$ cat src/sv/pcsp_pkg.sv
// shared types and constants of the phased checkerboard stripe pattern unit
package pcsp_pkg;

	localparam int COL_W   = 12;
	localparam int ROW_W   = 12;
	localparam int FRAME_W = 32;
	localparam int COLOR_W = 24;
	localparam int CFG_W   = 13;

	// frame_number * 10 needs four more bits
	localparam int X_W = FRAME_W + 4;

	// remainder pipeline: bits of the dividend retired per stage, stage count
	localparam int DIV_BPS  = 6;
	localparam int DIV_NSTG = X_W / DIV_BPS;

	// divide by ten as multiply by reciprocal, exact below 43690
	localparam int DIV10_M  = 52429;
	localparam int DIV10_SH = 19;

	localparam logic [CFG_W-1:0]   FH_RESET   = CFG_W'(1080);
	localparam logic [COLOR_W-1:0] BAND_COLOR = 24'h00FFFF;

	// beat payload carried down the remainder pipeline
	typedef struct packed {
		logic [ROW_W-1:0]   row;
		logic [COLOR_W-1:0] color;
		logic [X_W-1:0]     x;
	} pipe_t;

endpackage

$ cat src/sv/pcsp_cfg.sv
// frame height register and the band geometry derived from it
module pcsp_cfg import pcsp_pkg::*; #(
	parameter int MAX_LINES = 4096,
	localparam int HW = $clog2(MAX_LINES + 1),
	localparam int RW = HW + 1
) (
	input  logic             clk,
	input  logic             arst_n,
	input  logic             we,
	input  logic [CFG_W-1:0] wdata,
	output logic             busy,
	output logic [HW-1:0]    h,
	output logic [HW-1:0]    band,
	output logic [HW-1:0]    hb,
	output logic [RW-1:0]    span
);

	localparam int CMPW = ((HW > CFG_W) ? HW : CFG_W) + 1;
	localparam int PW   = HW + 20;

	typedef enum logic [2:0] {
		CFG_IDLE = 3'b001,
		CFG_LOAD = 3'b010,
		CFG_SPAN = 3'b100
	} cfg_state_t;

	cfg_state_t       state_q;
	logic [CFG_W-1:0] fh_q;
	logic [HW-1:0]    h_q, band_q, hb_q;
	logic [RW-1:0]    span_q;

	logic [HW-1:0] h_nx, band_nx;
	logic [PW-1:0] band_prod;

	// saturate at the line limit, then divide by ten
	always_comb begin
		if (CMPW'(fh_q) > CMPW'(MAX_LINES))
			h_nx = HW'(MAX_LINES);
		else
			h_nx = HW'(fh_q);
		band_prod = PW'(h_nx) * PW'(DIV10_M);
		band_nx   = band_prod[DIV10_SH +: HW];
	end

	always_ff @(posedge clk or negedge arst_n) begin
		if (!arst_n) begin
			state_q <= CFG_LOAD;
			fh_q    <= FH_RESET;
		end else if (we) begin
			state_q <= CFG_LOAD;
			fh_q    <= wdata;
		end else begin
			unique case (state_q)
				CFG_LOAD: state_q <= CFG_SPAN;
				CFG_SPAN: state_q <= CFG_IDLE;
				CFG_IDLE: state_q <= CFG_IDLE;
				default:  state_q <= CFG_LOAD;
			endcase
		end
	end

	always_ff @(posedge clk) begin
		if (state_q == CFG_LOAD) begin
			h_q    <= h_nx;
			band_q <= band_nx;
		end
		if (state_q == CFG_SPAN) begin
			hb_q <= h_q - band_q;
			if (h_q > band_q)
				span_q <= {h_q - band_q, 1'b0};
			else
				span_q <= RW'(2);
		end
	end

	assign busy = (state_q != CFG_IDLE);
	assign h    = h_q;
	assign band = band_q;
	assign hb   = hb_q;
	assign span = span_q;

endmodule

$ cat src/sv/pcsp_div_stage.sv
// one stage of the restoring remainder pipeline
module pcsp_div_stage import pcsp_pkg::*; #(
	parameter int RW = 14
) (
	input  logic          clk,
	input  logic          arst_n,
	input  logic          in_vld,
	input  pipe_t         in_pl,
	input  logic [RW-1:0] in_rem,
	input  logic [RW-1:0] span,
	output logic          out_vld,
	output pipe_t         out_pl,
	output logic [RW-1:0] out_rem
);

	logic          vld_q;
	pipe_t         pl_q;
	logic [RW-1:0] rem_q;

	logic [RW:0]   trial;
	logic [RW-1:0] rem_nx;

	// shift in dividend bits msb first, subtract span when it fits
	always_comb begin
		rem_nx = in_rem;
		trial  = '0;
		for (int j = 0; j < DIV_BPS; j++) begin
			trial = {rem_nx, in_pl.x[X_W-1-j]};
			if (trial >= {1'b0, span})
				trial = trial - {1'b0, span};
			rem_nx = trial[RW-1:0];
		end
	end

	always_ff @(posedge clk or negedge arst_n) begin
		if (!arst_n)
			vld_q <= 1'b0;
		else
			vld_q <= in_vld;
	end

	always_ff @(posedge clk) begin
		pl_q.row   <= in_pl.row;
		pl_q.color <= in_pl.color;
		pl_q.x     <= in_pl.x << DIV_BPS;
		rem_q      <= rem_nx;
	end

	assign out_vld = vld_q;
	assign out_pl  = pl_q;
	assign out_rem = rem_q;

endmodule

$ cat src/sv/phased_checkerboard_stripe_pattern_unit.sv
// top level of the phased checkerboard stripe pattern unit
//
// takes one pixel beat per clock (start while busy is low) and returns its rgb888
// color on pixel_color with done high for one cycle, once the beat has passed
// two input stages, the six-stage remainder pipeline that works out
// (frame_number * 10) mod span, and two band stages. results cannot be held off,
// every accepted beat yields exactly one result. busy is high after reset and after
// every write of frame_height while the band height and sweep span are derived.
module phased_checkerboard_stripe_pattern_unit import pcsp_pkg::*; #(
	parameter int MAX_LINES = 4096,
	parameter int CELL_SIZE = 40
) (
	input  logic               clk,
	input  logic               arst_n,
	input  logic               start,
	output logic               busy,
	input  logic [COL_W-1:0]   pixel_column,
	input  logic [ROW_W-1:0]   pixel_row,
	input  logic [FRAME_W-1:0] frame_number,
	input  logic               cfg_we,
	input  logic [CFG_W-1:0]   cfg_wdata,
	output logic               done,
	output logic [COLOR_W-1:0] pixel_color
);

	localparam int HW = $clog2(MAX_LINES + 1);
	localparam int RW = HW + 1;
	localparam int BW = ((RW > ROW_W) ? RW : ROW_W) + 1;
	// cell index as multiply by reciprocal, exact for 12-bit coordinates
	localparam int CELL_K = 20;
	localparam int CELL_M = ((1 << CELL_K) + CELL_SIZE - 1) / CELL_SIZE;
	localparam int MW     = CELL_K + 1;
	localparam int PW     = COL_W + MW;
	localparam int LAT    = DIV_NSTG + 4;

	// derived band geometry
	logic [HW-1:0] h_w, band_w, hb_w;
	logic [RW-1:0] span_w;

	pcsp_cfg #(.MAX_LINES(MAX_LINES)) u_cfg (
		.clk   (clk),
		.arst_n(arst_n),
		.we    (cfg_we),
		.wdata (cfg_wdata),
		.busy  (busy),
		.h     (h_w),
		.band  (band_w),
		.hb    (hb_w),
		.span  (span_w)
	);

	logic accept;
	assign accept = start && !busy;

	// stage 1: cell indexes (low bits only matter), frame terms
	logic [PW-1:0]   col_prod, row_prod;
	logic            vld_s1;
	logic [2:0]      qc_s1, qr_s1;
	logic [7:0]      t_s1;
	logic [ROW_W-1:0] row_s1;
	logic [X_W-1:0]  x_s1;

	always_comb begin
		col_prod = PW'(pixel_column) * PW'(CELL_M);
		row_prod = PW'(pixel_row) * PW'(CELL_M);
	end

	always_ff @(posedge clk or negedge arst_n) begin
		if (!arst_n)
			vld_s1 <= 1'b0;
		else
			vld_s1 <= accept;
	end

	always_ff @(posedge clk) begin
		qc_s1  <= col_prod[CELL_K +: 3];
		qr_s1  <= row_prod[CELL_K +: 3];
		t_s1   <= frame_number[8:1];
		row_s1 <= pixel_row;
		// frame * 10 as frame * 8 + frame * 2
		x_s1   <= X_W'({frame_number, 3'b000}) + X_W'({frame_number, 1'b0});
	end

	// stage 2: checkerboard color
	logic [2:0] cell_sum;
	logic [7:0] phase, nphase;
	logic [COLOR_W-1:0] board_color;

	always_comb begin
		cell_sum = qc_s1 + qr_s1;
		// phase wraps at 256, so only the low three bits of the cell sum count
		phase    = {cell_sum, 5'b00000} + t_s1 + {t_s1[6:0], 1'b0};
		nphase   = 8'hFF - phase;
		if (cell_sum[0])
			board_color = {phase, nphase, 1'b0, phase[7:1]};
		else
			board_color = {nphase, 1'b0, phase[7:1], phase};
	end

	logic  vld_s2;
	pipe_t pl_s2;

	always_ff @(posedge clk or negedge arst_n) begin
		if (!arst_n)
			vld_s2 <= 1'b0;
		else
			vld_s2 <= vld_s1;
	end

	always_ff @(posedge clk) begin
		pl_s2.row   <= row_s1;
		pl_s2.color <= board_color;
		pl_s2.x     <= x_s1;
	end

	// remainder pipeline: band start offset p = (frame * 10) mod span
	logic          div_vld [DIV_NSTG+1];
	pipe_t         div_pl  [DIV_NSTG+1];
	logic [RW-1:0] div_rem [DIV_NSTG+1];

	assign div_vld[0] = vld_s2;
	assign div_pl[0]  = pl_s2;
	assign div_rem[0] = '0;

	for (genvar k = 0; k < DIV_NSTG; k++) begin : g_div
		pcsp_div_stage #(.RW(RW)) u_stage (
			.clk    (clk),
			.arst_n (arst_n),
			.in_vld (div_vld[k]),
			.in_pl  (div_pl[k]),
			.in_rem (div_rem[k]),
			.span   (span_w),
			.out_vld(div_vld[k+1]),
			.out_pl (div_pl[k+1]),
			.out_rem(div_rem[k+1])
		);
	end

	// stage 9: fold the offset into a triangle wave for the band top
	logic [RW-1:0]      p_w, y0_nx;
	logic               vld_s9;
	logic [RW-1:0]      y0_s9;
	logic [ROW_W-1:0]   row_s9;
	logic [COLOR_W-1:0] color_s9;

	always_comb begin
		p_w = div_rem[DIV_NSTG];
		if (p_w < RW'(hb_w))
			y0_nx = p_w;
		else
			y0_nx = span_w - p_w;
	end

	always_ff @(posedge clk or negedge arst_n) begin
		if (!arst_n)
			vld_s9 <= 1'b0;
		else
			vld_s9 <= div_vld[DIV_NSTG];
	end

	always_ff @(posedge clk) begin
		y0_s9    <= y0_nx;
		row_s9   <= div_pl[DIV_NSTG].row;
		color_s9 <= div_pl[DIV_NSTG].color;
	end

	// stage 10: band hit test, output register
	logic [BW-1:0] row_x, y0_x, end_x;
	logic          band_hit;
	logic          vld_s10;
	logic [COLOR_W-1:0] color_s10;

	always_comb begin
		row_x = BW'(row_s9);
		y0_x  = BW'(y0_s9);
		end_x = y0_x + BW'(band_w);
		// rows past the last visible line never see the band
		band_hit = (row_x >= y0_x) && (row_x < end_x) && (row_x < BW'(h_w));
	end

	always_ff @(posedge clk or negedge arst_n) begin
		if (!arst_n)
			vld_s10 <= 1'b0;
		else
			vld_s10 <= vld_s9;
	end

	always_ff @(posedge clk) begin
		color_s10 <= band_hit ? BAND_COLOR : color_s9;
	end

	assign done        = vld_s10;
	assign pixel_color = color_s10;

	// every accepted beat comes out after the fixed latency
	a_latency_fwd: assert property (@(posedge clk) disable iff (!arst_n)
		accept |-> ##LAT done)
		else $error("accepted beat did not produce a result");

	// no result without a beat accepted the fixed latency earlier
	a_latency_bwd: assert property (@(posedge clk) disable iff (!arst_n)
		done |-> $past(accept, LAT))
		else $error("result without a matching accepted beat");

	// a height write blocks beats until the geometry is rebuilt
	a_cfg_busy: assert property (@(posedge clk) disable iff (!arst_n)
		cfg_we |=> busy)
		else $error("busy low right after a height write");

	// sweep span is twice the travel, or two for an empty frame
	a_span: assert property (@(posedge clk) disable iff (!arst_n)
		!busy |-> ((span_w == {hb_w, 1'b0}) || ((hb_w == '0) && (span_w == RW'(2)))))
		else $error("sweep span inconsistent with band travel");

endmodule
$ cat config.mk
export PLATFORM = sky130hd
export DESIGN_NAME = phased_checkerboard_stripe_pattern_unit
export DESIGN_NICKNAME = d
export VERILOG_FILES = /design/src/sv/pcsp_pkg.sv /design/src/sv/pcsp_cfg.sv /design/src/sv/pcsp_div_stage.sv /design/src/sv/phased_checkerboard_stripe_pattern_unit.sv
export SDC_FILE = /design/constraint.sdc
export NUM_CORES = 2
export LEC_CHECK = 0
export BUFFER_PORTS_ARGS = -buffer_cell sky130_fd_sc_hd__buf_4
export CORE_UTILIZATION = 70
export DETAILED_ROUTE_END_ITERATION = 12
export PLACE_DENSITY_LB_ADDON = 0.12
export SYNTH_ARGS = -nofsm -noshare
export SYNTH_HDL_FRONTEND = slang
export SYNTH_SLANG_ARGS = --single-unit
$ cat constraint.sdc
create_clock -name clk -period 26.8 [get_ports clk]
set_clock_uncertainty 0.2 [all_clocks]
set_input_delay 2.68 -clock clk [delete_from_list [all_inputs] [get_ports clk]]
set_output_delay 2.68 -clock clk [all_outputs]
set_load 0.01 [all_outputs]
# ---- Word level (Yosys, flattened, before mapping)
# Cells that the tools add are included.
dict set report totals {
  word_cells 193
  register_bits 674
}
dict set report op_classes {
  n_lt_le_gt_ge 42
  n_eq_ne 4
  mux 41
  multipliers 3
  n_addsub 44
  n_reduce_logical 5
}
# op count
set ops {}
lappend ops {{$ge A15 B14 Y1} 35}
lappend ops {{$mux W14} 37}
lappend ops {{$sub A14 B14 Y14} 36}
lappend ops {{$mul A12 B15 Y23 const B} 2}
lappend ops {{$add A35 B33 Y36} 1}
lappend ops {{$mul A13 B16 Y29 const B} 1}
lappend ops {{$mux W24} 1}
lappend ops {{$add A8 B8 Y8} 2}
lappend ops {{$add A14 B10 Y15} 1}
lappend ops {{$lt A12 B15 Y1} 1}
lappend ops {{$ge A1 B14 Y1} 1}
lappend ops {{$ge A12 B14 Y1} 1}
lappend ops {{$lt A14 B13 Y1} 1}
lappend ops {{$sub A1 B14 Y14} 1}
lappend ops {{$gt A13 B10 Y1} 1}
lappend ops {{$gt A13 B13 Y1 const B} 1}
lappend ops {{$lt A12 B13 Y1} 1}
lappend ops {{$mux W13} 1}
lappend ops {{$sub A13 B10 Y13} 1}
lappend ops {{$sub A8 B8 Y8 const A} 1}
lappend ops {{$pmux W3 S2} 1}
lappend ops {{$add A3 B3 Y3} 1}
lappend ops {{$eq A3 B1 Y1 const B} 1}
lappend ops {{$eq A3 B2 Y1 const B} 1}
lappend ops {{6 further kinds} 8}

# ---- Longest topological paths before layout
dict set report depth {
  word_depth 12
  ltp_mapped 77
  ltp_nobuf 68
}

# ---- Modules after synthesis
# From an unflattened synthesis, not the netlist that was laid out.
dict set report unflattened {
  cells_unflattened 6485
  hier_area_um2 60459.2
}
# mod n_inst seq_area_each_um2 area_per_inst_um2 cells_per_inst
set modules_own_cells {}
lappend modules_own_cells {{pcsp_div_stage (g_div[0].u_stage ...)} 3 1626.6 6980.4 788}
lappend modules_own_cells {phased_checkerboard_stripe_pattern_unit 1 4204.0 13266.5 1290}
lappend modules_own_cells {{pcsp_div_stage (g_div[1].u_stage)} 1 1626.6 6930.4 776}
lappend modules_own_cells {{pcsp_div_stage (g_div[2].u_stage)} 1 1626.6 6739.0 750}
lappend modules_own_cells {{pcsp_div_stage (g_div[5].u_stage)} 1 1626.6 6652.6 744}
lappend modules_own_cells {pcsp_cfg 1 1878.1 5929.4 561}

# ---- Worst setup path after synthesis
# Ideal clock, no wire load.
dict set report synth_path {
  path_type {register to register}
  from {register u_cfg.span_q[2] (netlist: u_cfg.span[2])}
  to {register g_div[5].u_stage.rem_q[10]}
  setup_slack_ns 8.639
  required_ns 26.478
  n_path_buf 7
  period_less_slack_ns 18.161
  arrival_ns 17.839
  path_stages_with_launch 71
  path_cell_list {edfxtp_1 inv_1 fa_1 a21oi_1 nand4b_1 nand3_1 nand3_1 a22o_1 clkbuf_1 buf_1 mux2_2 ha_1 nor2b_1 o21ai_0 a21oi_1 o41ai_1 o22ai_1 a211oi_1 [35 not listed] o21ai_0 a41oi_1 and2_1 o211a_1 buf_1 mux2_2 ha_1 a21o_1 a21o_1 a221oi_1 o21bai_1 a21o_1 a21o_1 a211o_1 a21oi_1 a21boi_0 mux2i_1 a221o_1}
}
dict set report synth_between {
  elab_chain_len 12
}
# element line
set synth_lines {}
lappend synth_lines {{from (decl)} pcsp_cfg.sv:30} ;# logic [RW-1:0] span_q;
lappend synth_lines {{from (signal assigned)} pcsp_cfg.sv:70} ;# span_q <= {h_q - band_q, 1'b0};
lappend synth_lines {{$sub A14 B14 Y14 / $ge A15 B14 Y1 (equally long branches)} {pcsp_div_stage.sv:30, pcsp_div_stage.sv:29}}
lappend synth_lines {{$mux W14} pcsp_div_stage.sv:29} ;# if (trial >= {1'b0, span})
lappend synth_lines {{$sub A14 B14 Y14 / $ge A15 B14 Y1 (equally long branches)} {pcsp_div_stage.sv:30, pcsp_div_stage.sv:29}}
lappend synth_lines {{$mux W14} pcsp_div_stage.sv:29}
lappend synth_lines {{$sub A14 B14 Y14 / $ge A15 B14 Y1 (equally long branches)} {pcsp_div_stage.sv:30, pcsp_div_stage.sv:29}}
lappend synth_lines {{$mux W14} pcsp_div_stage.sv:29}
lappend synth_lines {{$sub A14 B14 Y14 / $ge A15 B14 Y1 (equally long branches)} {pcsp_div_stage.sv:30, pcsp_div_stage.sv:29}}
lappend synth_lines {{$mux W14} pcsp_div_stage.sv:29}
lappend synth_lines {{$sub A14 B14 Y14 / $ge A15 B14 Y1 (equally long branches)} {pcsp_div_stage.sv:30, pcsp_div_stage.sv:29}}
lappend synth_lines {{$mux W14} pcsp_div_stage.sv:29}
lappend synth_lines {{$sub A14 B14 Y14 / $ge A15 B14 Y1 (equally long branches)} {pcsp_div_stage.sv:30, pcsp_div_stage.sv:29}}
lappend synth_lines {{$mux W14 (*)} pcsp_div_stage.sv:29}
lappend synth_lines {{via g_div[5].u_stage.trial[10]} pcsp_div_stage.sv:20} ;# logic [RW:0] trial;
lappend synth_lines {{to (signal assigned)} pcsp_div_stage.sv:46} ;# rem_q <= rem_nx;
lappend synth_lines {{to (decl)} pcsp_div_stage.sv:18} ;# logic [RW-1:0] rem_q;
# Mark *: on every way through the listed nets, which the timed path passes. The rest lies on a longest branch.
# A chain may end at the register's enable or synchronous reset.

# ---- Final worst setup path
dict set report layout_path {
  from {register u_cfg.span_q[13] (netlist: u_cfg.span[13])}
  to {register g_div[5].u_stage.rem_q[8]}
}
dict set report layout_between {
  elab_chain_len 12
}
# element line
set layout_lines {}
lappend layout_lines {{$sub A14 B14 Y14 / $ge A15 B14 Y1 (equally long branches)} {pcsp_div_stage.sv:30, pcsp_div_stage.sv:29}}
lappend layout_lines {{$mux W14} pcsp_div_stage.sv:29}
lappend layout_lines {{$ge A15 B14 Y1 / $sub A14 B14 Y14 (equally long branches)} {pcsp_div_stage.sv:29, pcsp_div_stage.sv:30}}
lappend layout_lines {{$mux W14} pcsp_div_stage.sv:29}
lappend layout_lines {{$sub A14 B14 Y14 / $ge A15 B14 Y1 (equally long branches)} {pcsp_div_stage.sv:30, pcsp_div_stage.sv:29}}
lappend layout_lines {{$mux W14} pcsp_div_stage.sv:29}
lappend layout_lines {{$sub A14 B14 Y14 / $ge A15 B14 Y1 (equally long branches)} {pcsp_div_stage.sv:30, pcsp_div_stage.sv:29}}
lappend layout_lines {{$mux W14} pcsp_div_stage.sv:29}
lappend layout_lines {{$sub A14 B14 Y14 / $ge A15 B14 Y1 (equally long branches)} {pcsp_div_stage.sv:30, pcsp_div_stage.sv:29}}
lappend layout_lines {{$mux W14} pcsp_div_stage.sv:29}
lappend layout_lines {{$sub A14 B14 Y14 / $ge A15 B14 Y1 (equally long branches)} {pcsp_div_stage.sv:30, pcsp_div_stage.sv:29}}
lappend layout_lines {{$mux W14 (*)} pcsp_div_stage.sv:29}
lappend layout_lines {{via g_div[5].u_stage.trial[8]} pcsp_div_stage.sv:20}
# Marked as above.

==> impl_metrics.py <==
metrics = {
    "grt": {
        "grt_max_degree": 36,
        "grt_overflow": 0,
        "grt_pass1_vias": 40600,
        "gr-usage-all-layers_pct": 35.4,
        "grt_pass1_wl_mm": 211,
        "grt_antenna_before_repair": 6,
    },
    "yosys": {
        "synth-seq-cells": 663,
        "ys_warn_count": 0,
        "syn_area_um2": 51200,
        "synth_seq_area_share_pct": 27.2,
        "syn-instance-count": 5395,
        "ys_types": 97,
        "synth-edff-count": 49,
        "synth_flop_cell": "dfxtp_1",
        "syn_avg_cell_area_um2": 9.48,
        "synth_async_sr_flop_share_pct": 3.92,
        "syn_nets": 6427,
    },
    "detailed_routing": {
        "first_pass_iters": 7,
        "via_per_inst": 6.17,
        "routedWlPerCell_um": 20.1,
        "detail-route-antenna-nets": 0,
        "drtIter0Drc": 2703,
        "wl_mm": 132,
        "drc_errors": 0,
        "via_count": 40400,
    },
    "die": {
        "dieHeight_um": 272,
        "core.rowCount": 98,
        "fp.dieW_um": 272,
        "core-area_um2": 71900,
        "dieArea_um2": 74200,
        "boundaryPins": 99,
        "initial_core_util_pct": 71.2,
    },
    "sta": {
        "period_needed_ns": 19.02,
        "grt_setup_unrepaired": "false",
        "worst_slack_ns": 7.78,
        "post-route-period-util_pct": 71.0,
        "hold_viol_final": 0,
        "finalSetupTns_ns": 0,
        "setup-violations-final": 0,
        "fmax_ghz": 0.0526,
        "worstMarginPinSlew_ns": 0.956,
        "slew_headroom_pct": 36.2,
        "drv_slew": 0,
    },
    "worst_setup_path": {
        "path_max_fanout": 31,
        "cp_top_family": "compound AO/OA/AOI/OAI gates",
        "critPathSlowestCell": "or3_1",
        "cpMostUsedCell": "o21ai_0",
        "critPathKind": "register to register",
        "critical_path_arrival_ns": 19.37,
        "start_kind": "register",
        "worstRegToRegCells": 63,
        "endpoint_kind": "register",
        "cp.buffers_inverters": 4,
        "r2r-start": "u_cfg.span[13]",
        "r2r_slack_ns": 7.78,
        "reg2reg_to": "g_div[5].u_stage.out_rem[8]",
        "required_ns": 27.15,
        "slowest_delay_ns": 0.67,
    },
    "clock_tree": {
        "cts-resized-gates": 0,
        "clk_pin_slew_ns": 0.06,
        "hold_buffers": 0,
        "cts_buffer_depth": 3,
        "root_buffer": "clkbuf_16",
        "clock_latency_ns": 0.64,
        "tritoncts": "yes",
        "cts_buffers": 68,
        "clock-sinks": 663,
        "cts-htree-levels": 3,
        "post_cts_buffers": 0,
    },
    "placed_design": {
        "gp_congestion": 0.972,
        "post-place-ws_ns": 8.27,
        "io_buffers": 98,
        "dpl.hpwl_mm": 98.1,
    },
    "worst_hold_path": {
        "min_path_type": "register to register",
        "min_delay_worst_endpoint": "g_div[5].u_stage.out_pl[67]",
        "hp-start": "g_div[4].u_stage.out_pl[67]",
        "worstHoldPathCells": 0,
    },
    "layout": {
        "drive_above_1_share_pct": 10.6,
        "fillers": 4898,
        "fin_nets": 6567,
        "syn_to_final_growth_pct": 8.61,
    },
    "status": {
        "status": "finished clean",
    },
    "flow_run": {
        "cap_violations": 0,
    },
}
[worst max path at each step]
stage | from | endpoint | depth (start not counted)
finish | u_cfg.span[13] | g_div[5].u_stage.out_rem[8] | 63
global placement | u_cfg.span[1] | g_div[4].u_stage.out_rem[4] | 63
global route | u_cfg.span[3] | g_div[4].u_stage.out_rem[10] | 60
detailed placement | u_cfg.span[6] | g_div[5].u_stage.out_rem[5] | 64
CTS | u_cfg.span[13] | g_div[5].u_stage.out_rem[8] | 63
floorplan | u_cfg.span[2] | g_div[5].u_stage.out_rem[10] | 70
[final cells by class]
class / instances / area [um2] / area share, %
Antenna cell: 2 / 5.00 / 0.00901
Timing Repair Buffer: 133 / 998 / 1.80
Clock inverter: 39 / 533 / 0.959
Clock buffer: 86 / 1900 / 3.42
Tap cell: 950 / 1190 / 2.14
Inverter: 569 / 2140 / 3.84
Multi-Input combinational cell: 4100 / 34900 / 62.8
Sequential cell: 663 / 13900 / 25.0
[cell usage in the layout (no fill, tap or decap), drive strengths merged, types with 39 or more instances in the layout]
cell	count
nand2b	61
fa	185
mux2i	74
nand2	222
edfxtp	49
inv	575
o21ai	268
nand4	70
nand3	59
ha	774
o21a	77
nor2b	115
xnor2	261
mux2	280
nor2	297
and3	39
a21oi	337
o21bai	70
dfxtp	588
a21o	222
buf	133
nor3	71
a21boi	50
xor2	116
a211oi	41
clkbuf	86
[logic make-up after synthesis]
group	count (synthesis)	synth area share (%)
buf+inv	632	4.70
flops	663	27.2
xor+xnor	377	6.45
mux	354	7.69
compound gates	1308	16.8
fa+ha+maj	959	26.2
simple gates	1102	11.0
[synth_stat cells (30+ instances only)]
cell type    n  area [um2]
o21ai_0    265        1330
nand2b_1    61         382
xnor2_1    261        2290
nand2_1    222         833
nor2_1     296        1110
a211oi_1    40         300
mux2_2     265        2980
clkbuf_1    38         143
nor3_1      71         355
and3_1      39         244
edfxtp_1    49        1470
ha_1       774        9680
o21a_1      77         578
a21o_1     222        1670
nand3_1     59         295
nor2b_1    115         719
nand4_1     70         438
xor2_1     116        1020
dfxtp_1    588       11800
mux2i_1     73         731
fa_1       185        3700
a21boi_0    50         375
o21bai_1    69         518
inv_1      568        2130
o31ai_1     30         225
a21oi_1    336        1680
[stage by stage]
stage	hold slack (ns)	cell area, um2	util (%)	std cells
finish	0.111	55600	77.3	6542
floorplan	0.110	51200	-	5395
global placement	0.109	53100	73.9	6415
detailed placement	0.112	53100	73.9	6415
global route	0.119	55600	77.3	6540
CTS	0.107	55600	77.3	6540
[sequential cells by signal, summed over array words and instances, names as in the netlist, 12 cells and up]
signal and cells:
y0_s9 13, x_s1 34, u_cfg.h 13, row_s9 12, u_cfg.fh_q 13, g_div.u_stage.out_rem 83, row_s1 12, u_cfg.hb 13
div_pl 71, g_div.u_stage.out_pl 301, u_cfg.span 13, pixel_color 24, color_s9 24
[routing by layer]
| layer | GRT usage (%) | routed length (um) | vias to the layer above |
|---|---|---|---|
| li1 | - | - | 19500 |
| met1 | 46.3 | 56600 | 19100 |
| met2 | 58.6 | 60100 | 1396 |
| met3 | 6.24 | 9870 | 356 |
| met4 | 13.1 | 5050 | 8 |
| met5 | 0 | 45 | - |
Power is not shown: default switching activity piles up to over one toggle a cycle in this logic, so the estimate is an artifact.
